### config.mk
export PLATFORM = sky130hd
export DESIGN_NAME = earliest_free_server_dispatch_core
export DESIGN_NICKNAME = d
export VERILOG_FILES = /design/src/rtl/efs_pkg.sv /design/src/rtl/efs_cell.sv /design/src/rtl/earliest_free_server_dispatch_core.sv
export SDC_FILE = /design/constraint.sdc
export NUM_CORES = 2
export LEC_CHECK = 0
export ABC_AREA = 1
export BUFFER_PORTS_ARGS = -buffer_cell sky130_fd_sc_hd__buf_2
export CAP_MARGIN = 20
export CORE_UTILIZATION = 48
export DETAILED_ROUTE_END_ITERATION = 10
export HOLD_SLACK_MARGIN = 0.05
export SYNTH_ARGS = -nofsm -noshare
export SYNTH_HDL_FRONTEND = slang
export SYNTH_SLANG_ARGS = --single-unit
### constraint.sdc
create_clock -name clk -period 6.1 [get_ports clk]
set_clock_uncertainty 0.15 [all_clocks]
set_input_delay 0.915 -clock clk [delete_from_list [all_inputs] [get_ports clk]]
set_output_delay 0.915 -clock clk [all_outputs]
set_load 0.05 [all_outputs]
### src/rtl/efs_pkg.sv
// ----------------------------------------------------------------------------
// efs_pkg
// Shared codes and control types for the earliest-free-server dispatcher.
// ----------------------------------------------------------------------------
package efs_pkg;

  // Operation codes carried in the low bits of the input beat
  typedef enum logic [1:0] {
    OP_LOAD  = 2'd0,
    OP_JOB   = 2'd1,
    OP_CLEAR = 2'd2,
    OP_NONE  = 2'd3
  } efs_op_t;

  // Dispatcher control states
  typedef enum logic {
    ST_IDLE   = 1'b0,
    ST_INSERT = 1'b1
  } efs_state_t;

  // Command broadcast from the controller to every cell of the chain
  typedef struct packed {
    logic load;    // write rate into the cell holding ld_id
    logic clear;   // zero the free time
    logic insert;  // pop the head and insert the updated entry
    logic sort;    // one odd-even transposition step
    logic phase;   // which pairs compare in this step
  } efs_cmd_t;

  localparam int RATE_W = 8;
  localparam int SIZE_W = 8;
  localparam int CFG_W  = 4;
  localparam int OUT_T_W = 32;

endpackage

### src/rtl/efs_cell.sv
// ----------------------------------------------------------------------------
// efs_cell
// One slot of the sorted server queue: free time, server number and rate.
// ----------------------------------------------------------------------------
module efs_cell #(
  parameter int NUM_SERVERS = 8,
  parameter int TIME_BITS   = 32,
  parameter int IDX_W       = 3,
  parameter int CNT_W       = 4,
  parameter int CELL_ID     = 0
) (
  input  logic                   clk,
  input  logic                   rst,
  input  efs_pkg::efs_cmd_t      cmd,
  input  logic [CNT_W-1:0]       act_cnt,
  input  logic [IDX_W-1:0]       ld_id,
  input  logic [7:0]             ld_rate,
  input  logic [TIME_BITS-1:0]   ins_time,
  input  logic [IDX_W-1:0]       ins_id,
  input  logic [7:0]             ins_rate,
  input  logic [TIME_BITS-1:0]   left_time,
  input  logic [IDX_W-1:0]       left_id,
  input  logic [7:0]             left_rate,
  input  logic                   left_swap,
  input  logic [TIME_BITS-1:0]   right_time,
  input  logic [IDX_W-1:0]       right_id,
  input  logic [7:0]             right_rate,
  input  logic                   right_ins_before,
  output logic [TIME_BITS-1:0]   time_q,
  output logic [IDX_W-1:0]       id_q,
  output logic [7:0]             rate_q,
  output logic                   ins_before,
  output logic                   swap_right
);
  import efs_pkg::*;

  localparam bit IS_FIRST = (CELL_ID == 0);
  localparam bit IS_LAST  = (CELL_ID == NUM_SERVERS - 1);
  localparam bit ODD_CELL = (CELL_ID % 2) == 1;

  logic [TIME_BITS-1:0] time_next;
  logic [IDX_W-1:0]     id_next;
  logic [7:0]           rate_next;
  logic                 ins_lt_right;
  logic                 pair_right;
  logic                 pair_left;

  // Queue order: active servers first, then by free time, then by number
  function automatic logic ahead_of(input logic [TIME_BITS-1:0] ta,
                                    input logic [IDX_W-1:0] ia,
                                    input logic [TIME_BITS-1:0] tb,
                                    input logic [IDX_W-1:0] ib,
                                    input logic [CNT_W-1:0] n);
    logic act_a;
    logic act_b;
    act_a = 32'(ia) < 32'(n);
    act_b = 32'(ib) < 32'(n);
    if (act_a != act_b) return act_a;
    if (ta != tb) return ta < tb;
    return ia < ib;
  endfunction

  assign ins_before = ahead_of(ins_time, ins_id, time_q, id_q, act_cnt);
  assign swap_right = IS_LAST ? 1'b0
                              : ahead_of(right_time, right_id, time_q, id_q, act_cnt);

  // Past the last cell the queue reads as empty
  assign ins_lt_right = IS_LAST ? 1'b1 : right_ins_before;
  assign pair_right   = !IS_LAST  && (ODD_CELL == cmd.phase);
  assign pair_left    = !IS_FIRST && (ODD_CELL != cmd.phase);

  // Next slot contents
  always_comb begin
    time_next = time_q;
    id_next   = id_q;
    rate_next = rate_q;
    if (cmd.insert) begin
      if (ins_lt_right) begin
        if (IS_FIRST || !ins_before) begin
          time_next = ins_time;
          id_next   = ins_id;
          rate_next = ins_rate;
        end
      end else begin
        time_next = right_time;
        id_next   = right_id;
        rate_next = right_rate;
      end
    end else if (cmd.sort) begin
      if (pair_right && swap_right) begin
        time_next = right_time;
        id_next   = right_id;
        rate_next = right_rate;
      end else if (pair_left && left_swap) begin
        time_next = left_time;
        id_next   = left_id;
        rate_next = left_rate;
      end
    end else begin
      if (cmd.clear) time_next = '0;
      if (cmd.load && id_q == ld_id) rate_next = ld_rate;
    end
  end

  always_ff @(posedge clk) begin
    if (rst) begin
      time_q <= '0;
      id_q   <= IDX_W'(CELL_ID);
      rate_q <= '0;
    end else begin
      time_q <= time_next;
      id_q   <= id_next;
      rate_q <= rate_next;
    end
  end

endmodule

### src/rtl/earliest_free_server_dispatch_core.sv
// ----------------------------------------------------------------------------
// earliest_free_server_dispatch_core
// Job dispatcher that sends each job to the earliest free server.
// ----------------------------------------------------------------------------
// Input beats on s_axis carry an operation: load a server rate, dispatch a
// job, or clear the schedule. Each job beat yields one output beat on m_axis
// with the chosen server, its new free time and the running makespan; load
// and clear beats yield nothing. The active server count is written through
// cfg_wr_en / cfg_wr_data; the user must write it only while the block is
// idle; the block itself does not enforce this. For a job, the accept edge
// registers rate times size; in the insert state, once the output register
// is free, the sum with the head's free time is registered and the head is
// reinserted into the sorted cell chain. Loads are accepted every cycle
// while idle with no sort running. A clear or a config write starts an
// odd-even transposition sort of the chain, with s_axis_tready low while it
// runs. Reset leaves all free times, rates and the makespan at zero, servers
// in ascending order and 8 servers active. A stalled receiver holds the
// output register; load, clear and unused beats are still taken meanwhile,
// and a job waits in its insert step until the output register frees.
module earliest_free_server_dispatch_core #(
  parameter int NUM_SERVERS = 8,
  parameter int TIME_BITS   = 32
) (
  input  logic        clk,
  input  logic        rst,
  input  logic        s_axis_tvalid,
  output logic        s_axis_tready,
  // [1:0] operation, [4:2] server_index, [12:5] rate_value, [20:13] job_size
  input  logic [23:0] s_axis_tdata,
  output logic        m_axis_tvalid,
  input  logic        m_axis_tready,
  // [2:0] assigned_server, [34:3] finish_time, [66:35] makespan
  output logic [71:0] m_axis_tdata,
  input  logic        cfg_wr_en,
  input  logic [3:0]  cfg_wr_data
);
  import efs_pkg::*;

  localparam int IDX_W = (NUM_SERVERS > 1) ? $clog2(NUM_SERVERS) : 1;
  localparam int CNT_W = $clog2(NUM_SERVERS + 1);

  // Input beat fields
  logic [1:0]  in_op;
  logic [2:0]  in_idx;
  logic [7:0]  in_rate;
  logic [7:0]  in_size;
  logic        in_beat;

  // Control
  efs_state_t           state, state_next;
  efs_cmd_t             cmd;
  logic [CNT_W-1:0]     sort_left;
  logic [CFG_W-1:0]     active_servers;
  logic [CNT_W-1:0]     act_cnt;
  logic [15:0]          prod_q;
  logic [TIME_BITS-1:0] makespan_q;
  logic                 commit;
  logic                 ld_ok;
  logic [IDX_W-1:0]     ld_id;

  // Reinsertion entry
  logic [TIME_BITS:0]   sum;
  logic [TIME_BITS-1:0] t_new;
  logic [TIME_BITS-1:0] mk_new;

  // Output register
  logic                 out_valid;
  logic [2:0]           out_server;
  logic [TIME_BITS-1:0] out_finish;
  logic [TIME_BITS-1:0] out_mk;

  // Chain wiring
  logic [TIME_BITS-1:0] time_a   [NUM_SERVERS];
  logic [IDX_W-1:0]     id_a     [NUM_SERVERS];
  logic [7:0]           rate_a   [NUM_SERVERS];
  logic                 insb_a   [NUM_SERVERS];
  logic                 swap_a   [NUM_SERVERS];
  logic [TIME_BITS-1:0] l_time   [NUM_SERVERS];
  logic [IDX_W-1:0]     l_id     [NUM_SERVERS];
  logic [7:0]           l_rate   [NUM_SERVERS];
  logic                 l_swap   [NUM_SERVERS];
  logic [TIME_BITS-1:0] r_time   [NUM_SERVERS];
  logic [IDX_W-1:0]     r_id     [NUM_SERVERS];
  logic [7:0]           r_rate   [NUM_SERVERS];
  logic                 r_insb   [NUM_SERVERS];

  assign in_op   = s_axis_tdata[1:0];
  assign in_idx  = s_axis_tdata[4:2];
  assign in_rate = s_axis_tdata[12:5];
  assign in_size = s_axis_tdata[20:13];

  assign s_axis_tready = (state == ST_IDLE) && (sort_left == '0);
  assign in_beat       = s_axis_tvalid && s_axis_tready;

  // Clamp the configured count to 1..NUM_SERVERS
  always_comb begin
    if (active_servers == '0) act_cnt = CNT_W'(1);
    else if (32'(active_servers) > NUM_SERVERS) act_cnt = CNT_W'(NUM_SERVERS);
    else act_cnt = CNT_W'(active_servers);
  end

  assign ld_ok = 32'(in_idx) < NUM_SERVERS;
  assign ld_id = IDX_W'(in_idx);

  // Saturating update of the head server
  assign sum    = {1'b0, time_a[0]} + {1'b0, TIME_BITS'(prod_q)};
  assign t_new  = sum[TIME_BITS] ? '1 : sum[TIME_BITS-1:0];
  assign mk_new = (t_new > makespan_q) ? t_new : makespan_q;

  assign commit = (state == ST_INSERT) && (!out_valid || m_axis_tready);

  // Next state and cell commands
  always_comb begin
    state_next = state;
    cmd        = '0;
    cmd.sort   = (sort_left != '0);
    cmd.phase  = sort_left[0];
    case (state)
      ST_IDLE: begin
        if (in_beat) begin
          case (efs_op_t'(in_op))
            OP_LOAD:  cmd.load = ld_ok;
            OP_JOB:   state_next = ST_INSERT;
            OP_CLEAR: cmd.clear = 1'b1;
            default:  ;
          endcase
        end
      end
      ST_INSERT: begin
        if (commit) begin
          cmd.insert = 1'b1;
          state_next = ST_IDLE;
        end
      end
      default: state_next = ST_IDLE;
    endcase
  end

  always_ff @(posedge clk) begin
    if (rst) state <= ST_IDLE;
    else     state <= state_next;
  end

  // Sort counter, active count and makespan
  always_ff @(posedge clk) begin
    if (rst) begin
      sort_left      <= '0;
      active_servers <= CFG_W'(8);
      makespan_q     <= '0;
    end else begin
      if (sort_left != '0) sort_left <= sort_left - CNT_W'(1);
      if (cfg_wr_en) begin
        active_servers <= cfg_wr_data;
        sort_left      <= CNT_W'(NUM_SERVERS);
      end
      if (cmd.clear) begin
        makespan_q <= '0;
        sort_left  <= CNT_W'(NUM_SERVERS);
      end
      if (commit) makespan_q <= mk_new;
    end
  end

  // Work product of the head server, taken on the job beat
  always_ff @(posedge clk) begin
    if (in_beat && in_op == OP_JOB) prod_q <= 16'(rate_a[0]) * 16'(in_size);
  end

  // Output register
  always_ff @(posedge clk) begin
    if (rst) begin
      out_valid <= 1'b0;
    end else if (commit) begin
      out_valid <= 1'b1;
    end else if (m_axis_tready) begin
      out_valid <= 1'b0;
    end
  end

  always_ff @(posedge clk) begin
    if (commit) begin
      out_server <= 3'(id_a[0]);
      out_finish <= t_new;
      out_mk     <= mk_new;
    end
  end

  assign m_axis_tvalid = out_valid;
  assign m_axis_tdata  = {5'd0, OUT_T_W'(out_mk), OUT_T_W'(out_finish), out_server};

  // Neighbor links; the ends see an empty slot
  always_comb begin
    for (int i = 0; i < NUM_SERVERS; i++) begin
      l_time[i] = '0;
      l_id[i]   = '0;
      l_rate[i] = '0;
      l_swap[i] = 1'b0;
      r_time[i] = '0;
      r_id[i]   = '0;
      r_rate[i] = '0;
      r_insb[i] = 1'b1;
      if (i > 0) begin
        l_time[i] = time_a[i-1];
        l_id[i]   = id_a[i-1];
        l_rate[i] = rate_a[i-1];
        l_swap[i] = swap_a[i-1];
      end
      if (i < NUM_SERVERS - 1) begin
        r_time[i] = time_a[i+1];
        r_id[i]   = id_a[i+1];
        r_rate[i] = rate_a[i+1];
        r_insb[i] = insb_a[i+1];
      end
    end
  end

  // Row of queue cells, head at slot 0
  for (genvar g = 0; g < NUM_SERVERS; g++) begin : g_cell
    efs_cell #(
      .NUM_SERVERS (NUM_SERVERS),
      .TIME_BITS   (TIME_BITS),
      .IDX_W       (IDX_W),
      .CNT_W       (CNT_W),
      .CELL_ID     (g)
    ) u_cell (
      .clk              (clk),
      .rst              (rst),
      .cmd              (cmd),
      .act_cnt          (act_cnt),
      .ld_id            (ld_id),
      .ld_rate          (in_rate),
      .ins_time         (t_new),
      .ins_id           (id_a[0]),
      .ins_rate         (rate_a[0]),
      .left_time        (l_time[g]),
      .left_id          (l_id[g]),
      .left_rate        (l_rate[g]),
      .left_swap        (l_swap[g]),
      .right_time       (r_time[g]),
      .right_id         (r_id[g]),
      .right_rate       (r_rate[g]),
      .right_ins_before (r_insb[g]),
      .time_q           (time_a[g]),
      .id_q             (id_a[g]),
      .rate_q           (rate_a[g]),
      .ins_before       (insb_a[g]),
      .swap_right       (swap_a[g])
    );
  end

endmodule

==> results.md <==
* MaxCap Viol Count at 0
* CP Launch Type: register
* Critical path required time at around 6.5 ns
* Vias in the first global route at ~44000
* Layout cell share with drive strength beyond 1 at ~6.5%
* Final Hold Fails at 0
* Worst Tran Pin Value at about 1.2 ns
* I/O Buffers at slightly below 100
* Worst relative slew slack at about a fifth
* Worst-path fanout max at 64
* Syn Inst Count at a little over 7000
* Row count at 110
* Via density per instance at 5.70
* WL/cell at between 20 and 25 microns
* R2r endpoint: g_cell[1].u_cell.time_q[1]$_SDFFE_PP0P_
* Ant. Diodes at 0
* Initial Utilization at 48.8%
* Average cell area after synthesis at between 6 and 7 sq um
* CP Class: register to register
* Detailed Place HPWL at 122 mm
* Tcrit/Tclk final at between 90 and 100%
* Crit-path slowest cell: edfxtp_1
* Setup crit end: g_cell[1].u_cell.time_q[1]$_SDFFE_PP0P_
* Die X at between 300 and 400 microns
* Num CTS Buffers at between 60 and 70
* R2R Path Start: prod_q[11]$_DFFE_PP_
* ANT nets after route at 0
* Layout area overhead at 8.88%
* Final std cells w/o fill at a little over 8000
* # fillers at 9367
* Critical path arrival at 6.16 ns
* Clk root buf: clkbuf_16
* Core Area at 90600 sq um
* Die area at 93300 sq um
* Placed insts at 8125
* Clock Sinks at roughly 470
* Sequential share of the synthesized area at 23.1%
* Max clock buf depth at 3
* H-tree depth at 2
* Tot GR Track Use at between 30 and 40%
* Largest net degree at the start of global routing at 130
* Status: completed
* Initial antenna violation count at 4
* CP Capture Type: register
* CTS tree: built
* Synth warnings at 0
* GPL Wtd Cong at about 0.99
* Seq cells post-synth at around 470
* R2R setup slack at 0.36 ns
* First-pass GRT wire length at ~260 mm
* Worst hold path class: register to register
* Fin crit period at roughly 5.7 ns
* Final #Nets at roughly 7700
* Max Slew Vio Count at 0
* Pre-Repair DR Iteration Count at 6
* # IOs at around 110
* Residual DRC at 0
* Vias at 47000
* RSZ-0062 raised after global routing: no
* Most common cell after layout, fill and taps aside: nand2_1
* Critical Path Start: prod_q[11]$_DFFE_PP_
* Final wirelength at ~170 mm
* Synth Flop Type: dfxtp_1
* Initial drt markers at around 4500
* Synth async-reset ratio at 0%
* Die Ht at 305 microns
* Final setup TNS at 0 ns
* Number of synthesized flops with an enable pin at 83
* CTS clk-pin slew, worst paths at roughly 0.060 ns
* Final setup viols at 0
* Worst Path Buf+Inv at 7
* Fmax at 174 MHz
* Most frequent cells in the layout: nand2_1 (2097), nand3_1 (963), nor2_1 (793)
* Mapped Area at approximately 44000 sq um
* Most frequent CP cell: nand2_1
* R2R cell count at 28
* Largest stage delay, worst path at 0.42 ns
* Post-synthesis cell type count at 55
* Worst-skew pair later-pin latency at between 0.6 and 0.7 ns
* Overflow after GRT at 0
* WP depth at 28
* CP top delay family: simple AND/OR/NAND/NOR gates
-- cells in the mapped netlist, drive strengths merged (8+ instances only) --
cell	number	share of area [%]
a21oi	451	5.2
xor2	35	0.69
dfxtp	386	17
o22ai	22	0.31
nor3	28	0.34
a21o	15	0.25
ha	576	16
inv	680	5.8
nand4	51	0.72
o21ai	274	3.1
nor4	8	0.11
o21bai	13	0.25
nand2	2139	18
edfxtp	83	5.6
clkbuf	182	1.6
o221ai	8	0.16
nand3	986	11
nor2	808	7.0
buf	165	1.9
fa	37	1.7
o21a	23	0.39
a31oi	10	0.19
o211ai	25	0.42
a22oi	10	0.17
-- cell type report --
cell class	instances	area (sq um)	area share [%]
Clock buffer	79	1660	3.46
Clock inverter	34	427	0.887
Inverter	682	2590	5.37
Multi-Input combinational cell	5563	30000	62.4
Sequential cell	469	10200	21.2
Tap cell	1176	1470	3.06
Timing Repair Buffer	238	1740	3.62
-- worst register-to-register path, delay by kind of cell, from the launching register on --
| family | cells | cell delay [ns] |
|---|---|---|
| flops | 1 | 0.42 |
| buf+inv | 7 | 1.49 |
| simple gates | 16 | 2.04 |
| compound gates | 3 | 0.88 |
| fa+ha+maj | 2 | 0.67 |
-- worst min-delay path by stage --
| stage | to | cells after the start | from |
|---|---|---|---|
| 2_1_floorplan | sort_left[1]$_SDFFE_PP0N_ | 2 | sort_left[1]$_SDFFE_PP0N_ |
| 3_3_place_gp | g_cell[7].u_cell.rate_q[2]$_SDFFE_PP0P_ | 2 | g_cell[7].u_cell.rate_q[2]$_SDFFE_PP0P_ |
| 3_5_place_dp | g_cell[7].u_cell.rate_q[2]$_SDFFE_PP0P_ | 2 | g_cell[7].u_cell.rate_q[2]$_SDFFE_PP0P_ |
| 4_1_cts | active_servers[3]$_SDFFE_PP1P_ | 3 | cfg_wr_data[3] |
| 5_1_grt | active_servers[2]$_SDFFE_PP0P_ | 3 | cfg_wr_data[2] |
| 6_report | g_cell[7].u_cell.rate_q[2]$_SDFFE_PP0P_ | 2 | g_cell[7].u_cell.rate_q[2]$_SDFFE_PP0P_ |
-- timing repair --
action | 4_1_cts | 5_1_grt
setup buffers | 0 | 3
resized for setup | 0 | 13
hold buffers | 0 | 0
endpoints found under the setup margin | 0 | 247
-- registers in the layout (all words and copies together) (netlist names), 3 cells and up --
name,count
makespan_q,32
g_cell.u_cell.time_q,256
out_mk,32
active_servers,4
g_cell.u_cell.id_q,24
sort_left,4
out_server,3
out_finish,32
g_cell.u_cell.rate_q,64
prod_q,16
-- layer usage --
layer / global-route usage, % / up-vias / part of all wire [%]
met1: 46.8 / 21600 / 43
met3: 6.08 / 369 / 8.7
met2: 57.0 / 1982 / 44
li1: - / 23000 / -
met4: 15.0 / 0 / 4.2
met5: 0 / - / 0
-- cells by family after synthesis --
group           Yosys count  share of synthesized area (%)
compound gates          864                           10.7
buf+inv                1029                           9.22
fa+ha+maj               613                           18.0
xor+xnor                 42                          0.832
other cells               1                        0.00848
flops                   469                           23.1
simple gates           4039                           38.2
-- through the flow --
stage	util [%]	hold slack [ns]	area [sq um]	worst slack, ns
5_1_grt	53.1	0.324	48100	0.0398
4_1_cts	53.1	0.285	48100	0.138
2_1_floorplan	-	0.289	44200	0.880
6_report	53.1	0.310	48100	0.358
3_3_place_gp	50.8	0.299	46000	0.196
3_5_place_dp	50.8	0.303	46000	0.175
Power is left out: the tool's default activity adds up to more than one toggle a clock period on the data nets, which glitch-free logic cannot reach.
